===== config.mk =====
export PLATFORM = sky130hd
export DESIGN_NAME = ir_pulse_distance_frame_encoder_unit
export DESIGN_NICKNAME = d
export VERILOG_FILES = /design/src/sv/irpdfe_pkg.sv /design/src/sv/irpdfe_front.sv /design/src/sv/irpdfe_queue.sv /design/src/sv/irpdfe_back.sv /design/src/sv/ir_pulse_distance_frame_encoder_unit.sv
export VERILOG_INCLUDE_DIRS = /design/src /design/src/sv
export SDC_FILE = /design/constraint.sdc
export NUM_CORES = 1
export LEC_CHECK = 0
export BUFFER_PORTS_ARGS = -buffer_cell sky130_fd_sc_hd__clkbuf_2
export CORE_MARGIN = 2
export CORE_UTILIZATION = 58
export DETAILED_ROUTE_END_ITERATION = 8
export PLACE_DENSITY = 0.9
export SETUP_SLACK_MARGIN = 0.2
export SLEW_MARGIN = 20
export SYNTH_ARGS = -nofsm -noshare
export SYNTH_HDL_FRONTEND = slang
export SYNTH_SLANG_ARGS = --single-unit

===== constraint.sdc =====
create_clock -name clk -period 3.6 [get_ports clk]
set_clock_uncertainty 0.05 [all_clocks]
set_input_delay 0.9 -clock clk [delete_from_list [all_inputs] [get_ports clk]]
set_output_delay 0.9 -clock clk [all_outputs]
set_load 0.1 [all_outputs]

===== src/sv/ir_pulse_distance_frame_encoder_unit_defines.svh =====
// ----------------------------------------------------------------------------
// Pulse-distance infrared frame encoder: assertion macros
// Shared property templates, clocked on clk and disabled during reset.
// ----------------------------------------------------------------------------
`ifndef IR_PULSE_DISTANCE_FRAME_ENCODER_UNIT_DEFINES_SVH
`define IR_PULSE_DISTANCE_FRAME_ENCODER_UNIT_DEFINES_SVH

// The consequent must hold in the same cycle as the antecedent.
`define IRPDFE_ASSERT_SAME(label, ante, cons, msg) \
	label: assert property (@(posedge clk) disable iff (!arst_n) (ante) |-> (cons)) \
		else $error(msg);

// The consequent must hold in the cycle after the antecedent.
`define IRPDFE_ASSERT_NEXT(label, ante, cons, msg) \
	label: assert property (@(posedge clk) disable iff (!arst_n) (ante) |=> (cons)) \
		else $error(msg);

`endif


===== src/sv/irpdfe_pkg.sv =====
// ----------------------------------------------------------------------------
// Pulse-distance infrared frame encoder: package
// Pulse timings, sequencer step limits and the command word passed from the
// front end to the pulse sequencer.
// ----------------------------------------------------------------------------
`default_nettype none

package irpdfe_pkg;

	localparam int FuncW   = 2;
	localparam int FrameW  = 28;
	localparam int DurW    = 17;
	localparam int StepW   = 6;

	localparam logic [FuncW-1:0] FuncFrame     = 2'd0;
	localparam logic [FuncW-1:0] FuncRaw       = 2'd1;
	localparam logic [FuncW-1:0] FuncRepeat    = 2'd2;
	localparam logic [FuncW-1:0] FuncGapRepeat = 2'd3;

	localparam logic [DurW-1:0] HdrMark      = 17'd8960;
	localparam logic [DurW-1:0] HdrSpace     = 17'd4480;
	localparam logic [DurW-1:0] AltHdrMark   = 17'd3000;
	localparam logic [DurW-1:0] AltHdrSpace  = 17'd9500;
	localparam logic [DurW-1:0] BitMark      = 17'd560;
	localparam logic [DurW-1:0] OneSpace     = 17'd1680;
	localparam logic [DurW-1:0] ZeroSpace    = 17'd560;
	localparam logic [DurW-1:0] RepHdrSpace  = 17'd2240;
	localparam logic [DurW-1:0] FirstGap     = 17'd52000;
	localparam logic [DurW-1:0] LaterGap     = 17'd98240;

	localparam logic [StepW-1:0] FrameLastStep  = 6'd58;
	localparam logic [StepW-1:0] RepLastStep    = 6'd3;
	localparam logic [StepW-1:0] RepNoGapStart  = 6'd1;
	localparam logic [StepW-1:0] FirstBitSpace  = 6'd3;

	typedef struct packed {
		logic              is_frame;
		logic              gap;
		logic              gap_long;
		logic              alt;
		logic [FrameW-1:0] data;
	} cmd_t;

endpackage

`default_nettype wire


===== src/sv/irpdfe_front.sv =====
// ----------------------------------------------------------------------------
// Pulse-distance infrared frame encoder: front end
// Accepts requests, builds the 28-bit frame word with its checksum, chooses
// the gap length and writes one command word into the queue.
// ----------------------------------------------------------------------------
`default_nettype none

module irpdfe_front (
	input  wire logic                            clk,
	input  wire logic                            arst_n,
	input  wire logic                            push,
	input  wire logic                            q_full,
	input  wire logic [irpdfe_pkg::FuncW-1:0]    func,
	input  wire logic [7:0]                      address,
	input  wire logic [15:0]                     command,
	input  wire logic [irpdfe_pkg::FrameW-1:0]   raw_data,
	input  wire logic                            alt_header,
	output logic                                 q_wr,
	output irpdfe_pkg::cmd_t                     q_cmd
);

	logic       rep_sent_q;
	logic [3:0] checksum;

	assign q_wr = push && !q_full;
	assign checksum = command[3:0] + command[7:4] + command[11:8] + command[15:12];

	always_comb begin
		q_cmd          = '0;
		q_cmd.alt      = alt_header;
		q_cmd.gap_long = rep_sent_q;
		case (func)
			irpdfe_pkg::FuncFrame: begin
				q_cmd.is_frame = 1'b1;
				q_cmd.data     = {address, command, checksum};
			end
			irpdfe_pkg::FuncRaw: begin
				q_cmd.is_frame = 1'b1;
				q_cmd.data     = raw_data;
			end
			irpdfe_pkg::FuncGapRepeat: begin
				q_cmd.gap = 1'b1;
			end
			default: begin
				q_cmd.gap = 1'b0;
			end
		endcase
	end

	always_ff @(posedge clk or negedge arst_n) begin
		if (!arst_n) begin
			rep_sent_q <= 1'b0;
		end else if (q_wr) begin
			if (func == irpdfe_pkg::FuncFrame || func == irpdfe_pkg::FuncRaw) begin
				rep_sent_q <= 1'b0;
			end else if (func == irpdfe_pkg::FuncGapRepeat) begin
				rep_sent_q <= 1'b1;
			end
		end
	end

endmodule

`default_nettype wire


===== src/sv/irpdfe_queue.sv =====
// ----------------------------------------------------------------------------
// Pulse-distance infrared frame encoder: command queue
// A short first-in first-out store of command words between the front end
// and the pulse sequencer.
// ----------------------------------------------------------------------------
`default_nettype none

module irpdfe_queue #(
	parameter int DEPTH = 2
) (
	input  wire logic              clk,
	input  wire logic              arst_n,
	input  wire logic              wr,
	input  wire irpdfe_pkg::cmd_t  wr_cmd,
	input  wire logic              rd,
	output logic                   full,
	output logic                   has_item,
	output irpdfe_pkg::cmd_t       head
);

	localparam int PtrW = (DEPTH > 1) ? $clog2(DEPTH) : 1;
	localparam int CntW = $clog2(DEPTH + 1);

	irpdfe_pkg::cmd_t    store_q [DEPTH];
	logic [PtrW-1:0]     wr_ptr_q;
	logic [PtrW-1:0]     rd_ptr_q;
	logic [CntW-1:0]     count_q;

	assign full     = (count_q == CntW'(DEPTH));
	assign has_item = (count_q != '0);
	assign head     = store_q[rd_ptr_q];

	always_ff @(posedge clk) begin
		if (wr) begin
			store_q[wr_ptr_q] <= wr_cmd;
		end
	end

	always_ff @(posedge clk or negedge arst_n) begin
		if (!arst_n) begin
			wr_ptr_q <= '0;
			rd_ptr_q <= '0;
			count_q  <= '0;
		end else begin
			if (wr) begin
				wr_ptr_q <= (wr_ptr_q == PtrW'(DEPTH - 1)) ? '0 : wr_ptr_q + 1'b1;
			end
			if (rd) begin
				rd_ptr_q <= (rd_ptr_q == PtrW'(DEPTH - 1)) ? '0 : rd_ptr_q + 1'b1;
			end
			if (wr && !rd) begin
				count_q <= count_q + 1'b1;
			end else if (rd && !wr) begin
				count_q <= count_q - 1'b1;
			end
		end
	end

endmodule

`default_nettype wire


===== src/sv/irpdfe_back.sv =====
// ----------------------------------------------------------------------------
// Pulse-distance infrared frame encoder: pulse sequencer
// Steps through the pulses of one command, one pulse per cycle unless held,
// into an output register, and takes the next command as the last pulse leaves.
// ----------------------------------------------------------------------------
`default_nettype none
`include "ir_pulse_distance_frame_encoder_unit_defines.svh"

module irpdfe_back (
	input  wire logic                           clk,
	input  wire logic                           arst_n,
	input  wire logic                           q_has_item,
	input  wire irpdfe_pkg::cmd_t               q_head,
	output logic                                q_rd,
	input  wire logic                           pop,
	output logic                                empty,
	output logic                                level,
	output logic [irpdfe_pkg::DurW-1:0]         duration_us,
	output logic                                last
);

	irpdfe_pkg::cmd_t                    cmd_q;
	logic [irpdfe_pkg::FrameW-1:0]       data_q;
	logic [irpdfe_pkg::StepW-1:0]        step_q;
	logic                                busy_q;
	logic                                ovalid_q;
	logic                                level_q;
	logic [irpdfe_pkg::DurW-1:0]         dur_q;
	logic                                last_q;

	logic                                out_taken;
	logic                                advance;
	logic                                final_step;
	logic                                load;
	logic                                p_level;
	logic [irpdfe_pkg::DurW-1:0]         p_dur;

	assign out_taken  = pop && ovalid_q;
	assign advance    = busy_q && (!ovalid_q || out_taken);
	assign final_step = cmd_q.is_frame ? (step_q == irpdfe_pkg::FrameLastStep)
	                                   : (step_q == irpdfe_pkg::RepLastStep);
	assign load       = !busy_q || (advance && final_step);
	assign q_rd       = load && q_has_item;

	always_comb begin
		p_level = 1'b0;
		p_dur   = irpdfe_pkg::BitMark;
		if (cmd_q.is_frame) begin
			p_level = !step_q[0];
			if (step_q == '0) begin
				p_dur = cmd_q.alt ? irpdfe_pkg::AltHdrMark : irpdfe_pkg::HdrMark;
			end else if (step_q == irpdfe_pkg::StepW'(1)) begin
				p_dur = cmd_q.alt ? irpdfe_pkg::AltHdrSpace : irpdfe_pkg::HdrSpace;
			end else if (step_q[0]) begin
				p_dur = data_q[irpdfe_pkg::FrameW-1] ? irpdfe_pkg::OneSpace
				                                     : irpdfe_pkg::ZeroSpace;
			end
		end else begin
			p_level = step_q[0];
			case (step_q[1:0])
				2'd0:    p_dur = cmd_q.gap_long ? irpdfe_pkg::LaterGap : irpdfe_pkg::FirstGap;
				2'd1:    p_dur = cmd_q.alt ? irpdfe_pkg::AltHdrMark : irpdfe_pkg::HdrMark;
				2'd2:    p_dur = irpdfe_pkg::RepHdrSpace;
				default: p_dur = irpdfe_pkg::BitMark;
			endcase
		end
	end

	always_ff @(posedge clk or negedge arst_n) begin
		if (!arst_n) begin
			busy_q   <= 1'b0;
			ovalid_q <= 1'b0;
			step_q   <= '0;
		end else begin
			if (advance) begin
				ovalid_q <= 1'b1;
			end else if (out_taken) begin
				ovalid_q <= 1'b0;
			end
			if (load) begin
				busy_q <= q_has_item;
				if (q_head.is_frame || q_head.gap) begin
					step_q <= '0;
				end else begin
					step_q <= irpdfe_pkg::RepNoGapStart;
				end
			end else if (advance) begin
				step_q <= step_q + 1'b1;
			end
		end
	end

	always_ff @(posedge clk) begin
		if (q_rd) begin
			cmd_q  <= q_head;
			data_q <= q_head.data;
		end else if (advance && cmd_q.is_frame && step_q[0] &&
		             step_q >= irpdfe_pkg::FirstBitSpace) begin
			data_q <= {data_q[irpdfe_pkg::FrameW-2:0], 1'b0};
		end
		if (advance) begin
			level_q <= p_level;
			dur_q   <= p_dur;
			last_q  <= final_step;
		end
	end

	assign empty       = !ovalid_q;
	assign level       = level_q;
	assign duration_us = dur_q;
	assign last        = last_q;

	`IRPDFE_ASSERT_SAME(a_frame_step_range, busy_q && cmd_q.is_frame, step_q <= irpdfe_pkg::FrameLastStep, "frame step beyond stop mark")
	`IRPDFE_ASSERT_SAME(a_rep_step_range, busy_q && !cmd_q.is_frame, step_q <= irpdfe_pkg::RepLastStep, "repeat step beyond final mark")
	`IRPDFE_ASSERT_NEXT(a_stall_holds_step, busy_q && ovalid_q && !pop, $stable(step_q) && busy_q, "sequencer moved while output stalled")
	`IRPDFE_ASSERT_NEXT(a_idle_after_last, advance && final_step && !q_has_item, !busy_q && last_q, "sequencer did not stop after last pulse")

endmodule

`default_nettype wire


===== src/sv/ir_pulse_distance_frame_encoder_unit.sv =====
// ----------------------------------------------------------------------------
// Pulse-distance infrared frame encoder
// Turns frame and repeat requests into mark/space pulse lengths in
// microseconds for a 28-bit pulse-distance infrared protocol.
//
//   Channel   Handshake     Beat contents
//   request   push / full   func, address, command, raw_data, alt_header
//   pulse     pop / empty   level, duration_us, last
//
// A data or raw frame gives 59 pulse beats, a repeat 3 and a repeat after gap 4.
// The pulse sequencer issues one pulse per cycle while its output is not held;
// requests queue up in front of it while it is busy, up to QUEUE_DEPTH.
// An accepted request passes the queue and the sequencer's command register first.
// Reset clears the queue, the sequencer and the repeat history at once.
// A held pulse stalls the sequencer; a full queue stalls the request side.
// ----------------------------------------------------------------------------
`default_nettype none

module ir_pulse_distance_frame_encoder_unit #(
	parameter int QUEUE_DEPTH = 2
) (
	input  wire logic                            clk,
	input  wire logic                            arst_n,
	input  wire logic                            push,
	output logic                                 full,
	input  wire logic [irpdfe_pkg::FuncW-1:0]    func,
	input  wire logic [7:0]                      address,
	input  wire logic [15:0]                     command,
	input  wire logic [irpdfe_pkg::FrameW-1:0]   raw_data,
	input  wire logic                            alt_header,
	output logic                                 empty,
	input  wire logic                            pop,
	output logic                                 level,
	output logic [irpdfe_pkg::DurW-1:0]          duration_us,
	output logic                                 last
);

	logic             q_wr;
	logic             q_rd;
	logic             q_has_item;
	irpdfe_pkg::cmd_t wr_cmd;
	irpdfe_pkg::cmd_t head;

	irpdfe_front u_front (
		.clk        (clk),
		.arst_n     (arst_n),
		.push       (push),
		.q_full     (full),
		.func       (func),
		.address    (address),
		.command    (command),
		.raw_data   (raw_data),
		.alt_header (alt_header),
		.q_wr       (q_wr),
		.q_cmd      (wr_cmd)
	);

	irpdfe_queue #(
		.DEPTH (QUEUE_DEPTH)
	) u_queue (
		.clk      (clk),
		.arst_n   (arst_n),
		.wr       (q_wr),
		.wr_cmd   (wr_cmd),
		.rd       (q_rd),
		.full     (full),
		.has_item (q_has_item),
		.head     (head)
	);

	irpdfe_back u_back (
		.clk         (clk),
		.arst_n      (arst_n),
		.q_has_item  (q_has_item),
		.q_head      (head),
		.q_rd        (q_rd),
		.pop         (pop),
		.empty       (empty),
		.level       (level),
		.duration_us (duration_us),
		.last        (last)
	);

endmodule

`default_nettype wire

==> results.toml <==
[global_routing]
antenna_found_initial = 0
grtUsageTotal = 0.228
grt_pass1_vias = 3737
grt_max_degree = 33
grt_pass1_wl_um = 19000
overflow = 0

[routing]
drtPass1Iterations = 6
via_per_inst = 5.73
post-route-drc-count = 0
via_count = 3618
ant_nets = 0
drtIter0Drc = 311
wl_per_cell_um = 18.9
wirelength_um = 11900

[sta]
rsz0062_at_grt = "no"
fmax_ghz = 0.307
hold_violations = 0
maxSlewViolCount = 0
finalSetupViolations = 0
relSlewSlack = 0.472
tightest_slew_ns = 0.792
finalCriticalPeriod_ns = 3.26
min_period_over_period = 0.905

[die]
rows = 36
die_area_um2 = 11000
die_height_um = 105
pin_count = 80
die-width_um = 105
start_util = 0.600
coreArea_um2 = 9860

[cells_and_area]
drive_above_1_share = 0.347
fin_nets = 560
synthToLayoutAreaGrowth_pct = 18.0
nFillCells = 597
fin_util = 0.709
antenna_cells = 0

[synthesis]
synthArstFlopShare = 0.104
syn-cell-area_um2 = 5920
synthTopCellsByArea = "edfxtp_1 57%, mux2_4 6.3%, mux2_2 6.1%, dfrtp_1 5.5%, mux2i_1 4.9%"
ys.flop_type = "edfxtp_1"
ys_warn_count = 0
synth_top_area_frac = 0.568
yosysTopAreaCell = "edfxtp_1"
seq_area_frac_synth = 0.623
netlist_top_cells_count = "112 x edfxtp_1, 44 x nor2_1, 32 x mux2_2, 29 x mux2i_1, 25 x mux2_4"
synth_edf_count = 112
yosysMostFrequentCell = "edfxtp_1"
synth_cells = 404
ys_types = 45
syn_area_per_cell_um2 = 14.7
synth-seq-cells = 125

[power]
p_sw_mw = 1.76
p_seq_frac = 0.407
power_density_nw_per_um2 = 766
switching_share = 0.329
p_leak_nw = 2.94
irDropWorstVdd_uv = 471
share_comb_of_total_power = 0.286
internal_power_mw = 3.60
p_clk_frac = 0.307
power.total_mw = 5.36

[status]
status = "finished clean"

[worst_setup_path]
worstSetupPathType = "in2reg"
crit_path_max_fanout = 2
cp-end-kind = "flop"
cp-start-kind = "input port"
cp.arrival_ns = 3.50
required_ns = 3.85

[placed_design]
portBuffers = 77
place_congestion = 0.857
dp_hpwl_um = 7400

[cts]
ctsLongestPathBuffers = 2
insertion_delay_ns = 0.50
root_buffer = "clkbuf_8"
path_clk_slew_ns = 0.06
htree_num_levels = 4
numCtsBuffers = 17
cts_tree = "done"
clock-sinks = 125

[min_path]
min_path_type = "in2async"

[flow_run]
max_cap_violations = 0
[metal layers]
layer  global-route usage  share of wire  up-vias
met5                    0              0        -
met4                0.103          0.027        0
met3               0.0387          0.048       30
met2                0.406           0.54      165
met1                0.270           0.39     1797
li1                     -              -     1626
[cells by family (layout without fill, tap and decap cells)]
group	count (synthesis)	after routing	share of synthesized area
flops	125	125	0.623
buf+inv	43	136	0.0323
fa+ha+maj	16	16	0.0414
other cells	1	2	0.000633
mux	86	86	0.173
compound gates	32	32	0.0389
simple gates	85	85	0.0672
xor+xnor	16	16	0.0237
[cells in the final DEF (no fill, tap or decap), types with 3 or more instances in the layout]
cell / count
a21oi_1: 6
and2_1: 3
and3_1: 4
buf_4: 6
bufinv_16: 3
clkbuf_1: 5
clkbuf_16: 16
clkbuf_2: 77
clkinv_2: 5
dfrtp_1: 13
edfxtp_1: 112
fa_1: 6
ha_1: 10
inv_1: 21
mux2_2: 32
mux2_4: 25
mux2i_1: 29
nand2_1: 13
nand2b_1: 6
nand3_1: 3
nand4_1: 3
nor2_1: 43
o21ai_0: 7
o22ai_1: 5
xnor2_1: 8
xor2_1: 8
[power groups by stage]
stage | clock network (mW) | logic, mW | registers (mW)
2_1_floorplan | 0 | 0.924 | 2.43
4_1_cts | 1.66 | 1.53 | 2.17
3_5_place_dp | 0 | 1.49 | 2.19
3_3_place_gp | 0 | 1.43 | 2.17
5_1_grt | 1.72 | 1.65 | 2.21
6_report | 1.65 | 1.53 | 2.18
[per-stage QoR]
step,setup TNS [ns],instances,hold WS [ns],area [µm²],setup WS (ns)
5_1_grt,0,631,0.242,6990,0.222
3_3_place_gp,0,599,0.407,6410,0.0561
3_5_place_dp,-0.221,599,0.399,6410,-0.110
6_report,0,631,0.234,6990,0.341
2_1_floorplan,0,405,0.386,5930,0.213
4_1_cts,0,631,0.227,6980,0.280
[path summary, 6_finish.rpt]
kind | from | endpoint | slack [ns] | depth (start not counted)
worst min-delay path | arst_n | u_back.ovalid_q | 0.23 | 1
worst max-delay path | command[1] | u_queue.store_q[1][3] | 0.34 | 11
max in group asynchronous | arst_n | u_queue.wr_ptr_q | 3.02 | 1
worst min register to register | u_front.rep_sent_q | u_queue.store_q[0][29] | 0.43 | 0
worst max register to register | u_back.step_q[0] | u_back.data_q[26] | 0.77 | 7
min in group clk | u_front.rep_sent_q | u_queue.store_q[0][29] | 0.43 | 0
[area by class of cell]
| cell class | count | area (µm²) | area share |
|---|---|---|---|
| sequential | 125 | 3690 | 0.528 |
| timing repair buffer | 83 | 430 | 0.0616 |
| inverter | 21 | 78.8 | 0.0113 |
| multi-input combinational | 237 | 2060 | 0.295 |
| tap | 133 | 166 | 0.0238 |
| clock inverter | 9 | 119 | 0.0170 |
| clock buffer | 23 | 447 | 0.0639 |
[state kept, by name (all words and copies together), names as in the netlist]
name / flops
u_back.cmd_q: 3
u_queue.count_q: 2
u_back.data_q: 28
u_back.last: 1
u_queue.wr_ptr_q: 1
u_back.busy_q: 1
u_back.duration_us: 15
u_back.ovalid_q: 1
u_back.step_q: 6
u_front.rep_sent_q: 1
u_back.level: 1
u_queue.rd_ptr_q: 1
u_queue.store_q: 64
[repair_timing]
action | 4_1_cts | 5_1_grt
hold buffers | 0 | 0
gates resized for setup | 0 | 1
endpoints found under the setup margin | 0 | 2
setup buffers | 0 | 0
[worst max-delay path: stages]
cell and delay [ns]:
clkbuf_2 0.10, inv_1 0.06, fa_1 0.50, fa_1 0.53, inv_1 0.05, ha_1 0.20, fa_1 0.38, xnor2_1 0.21
xnor2_1 0.17, xnor2_1 0.13, o31ai_2 0.27
Note: power is estimated with default switching activity, not from simulation.
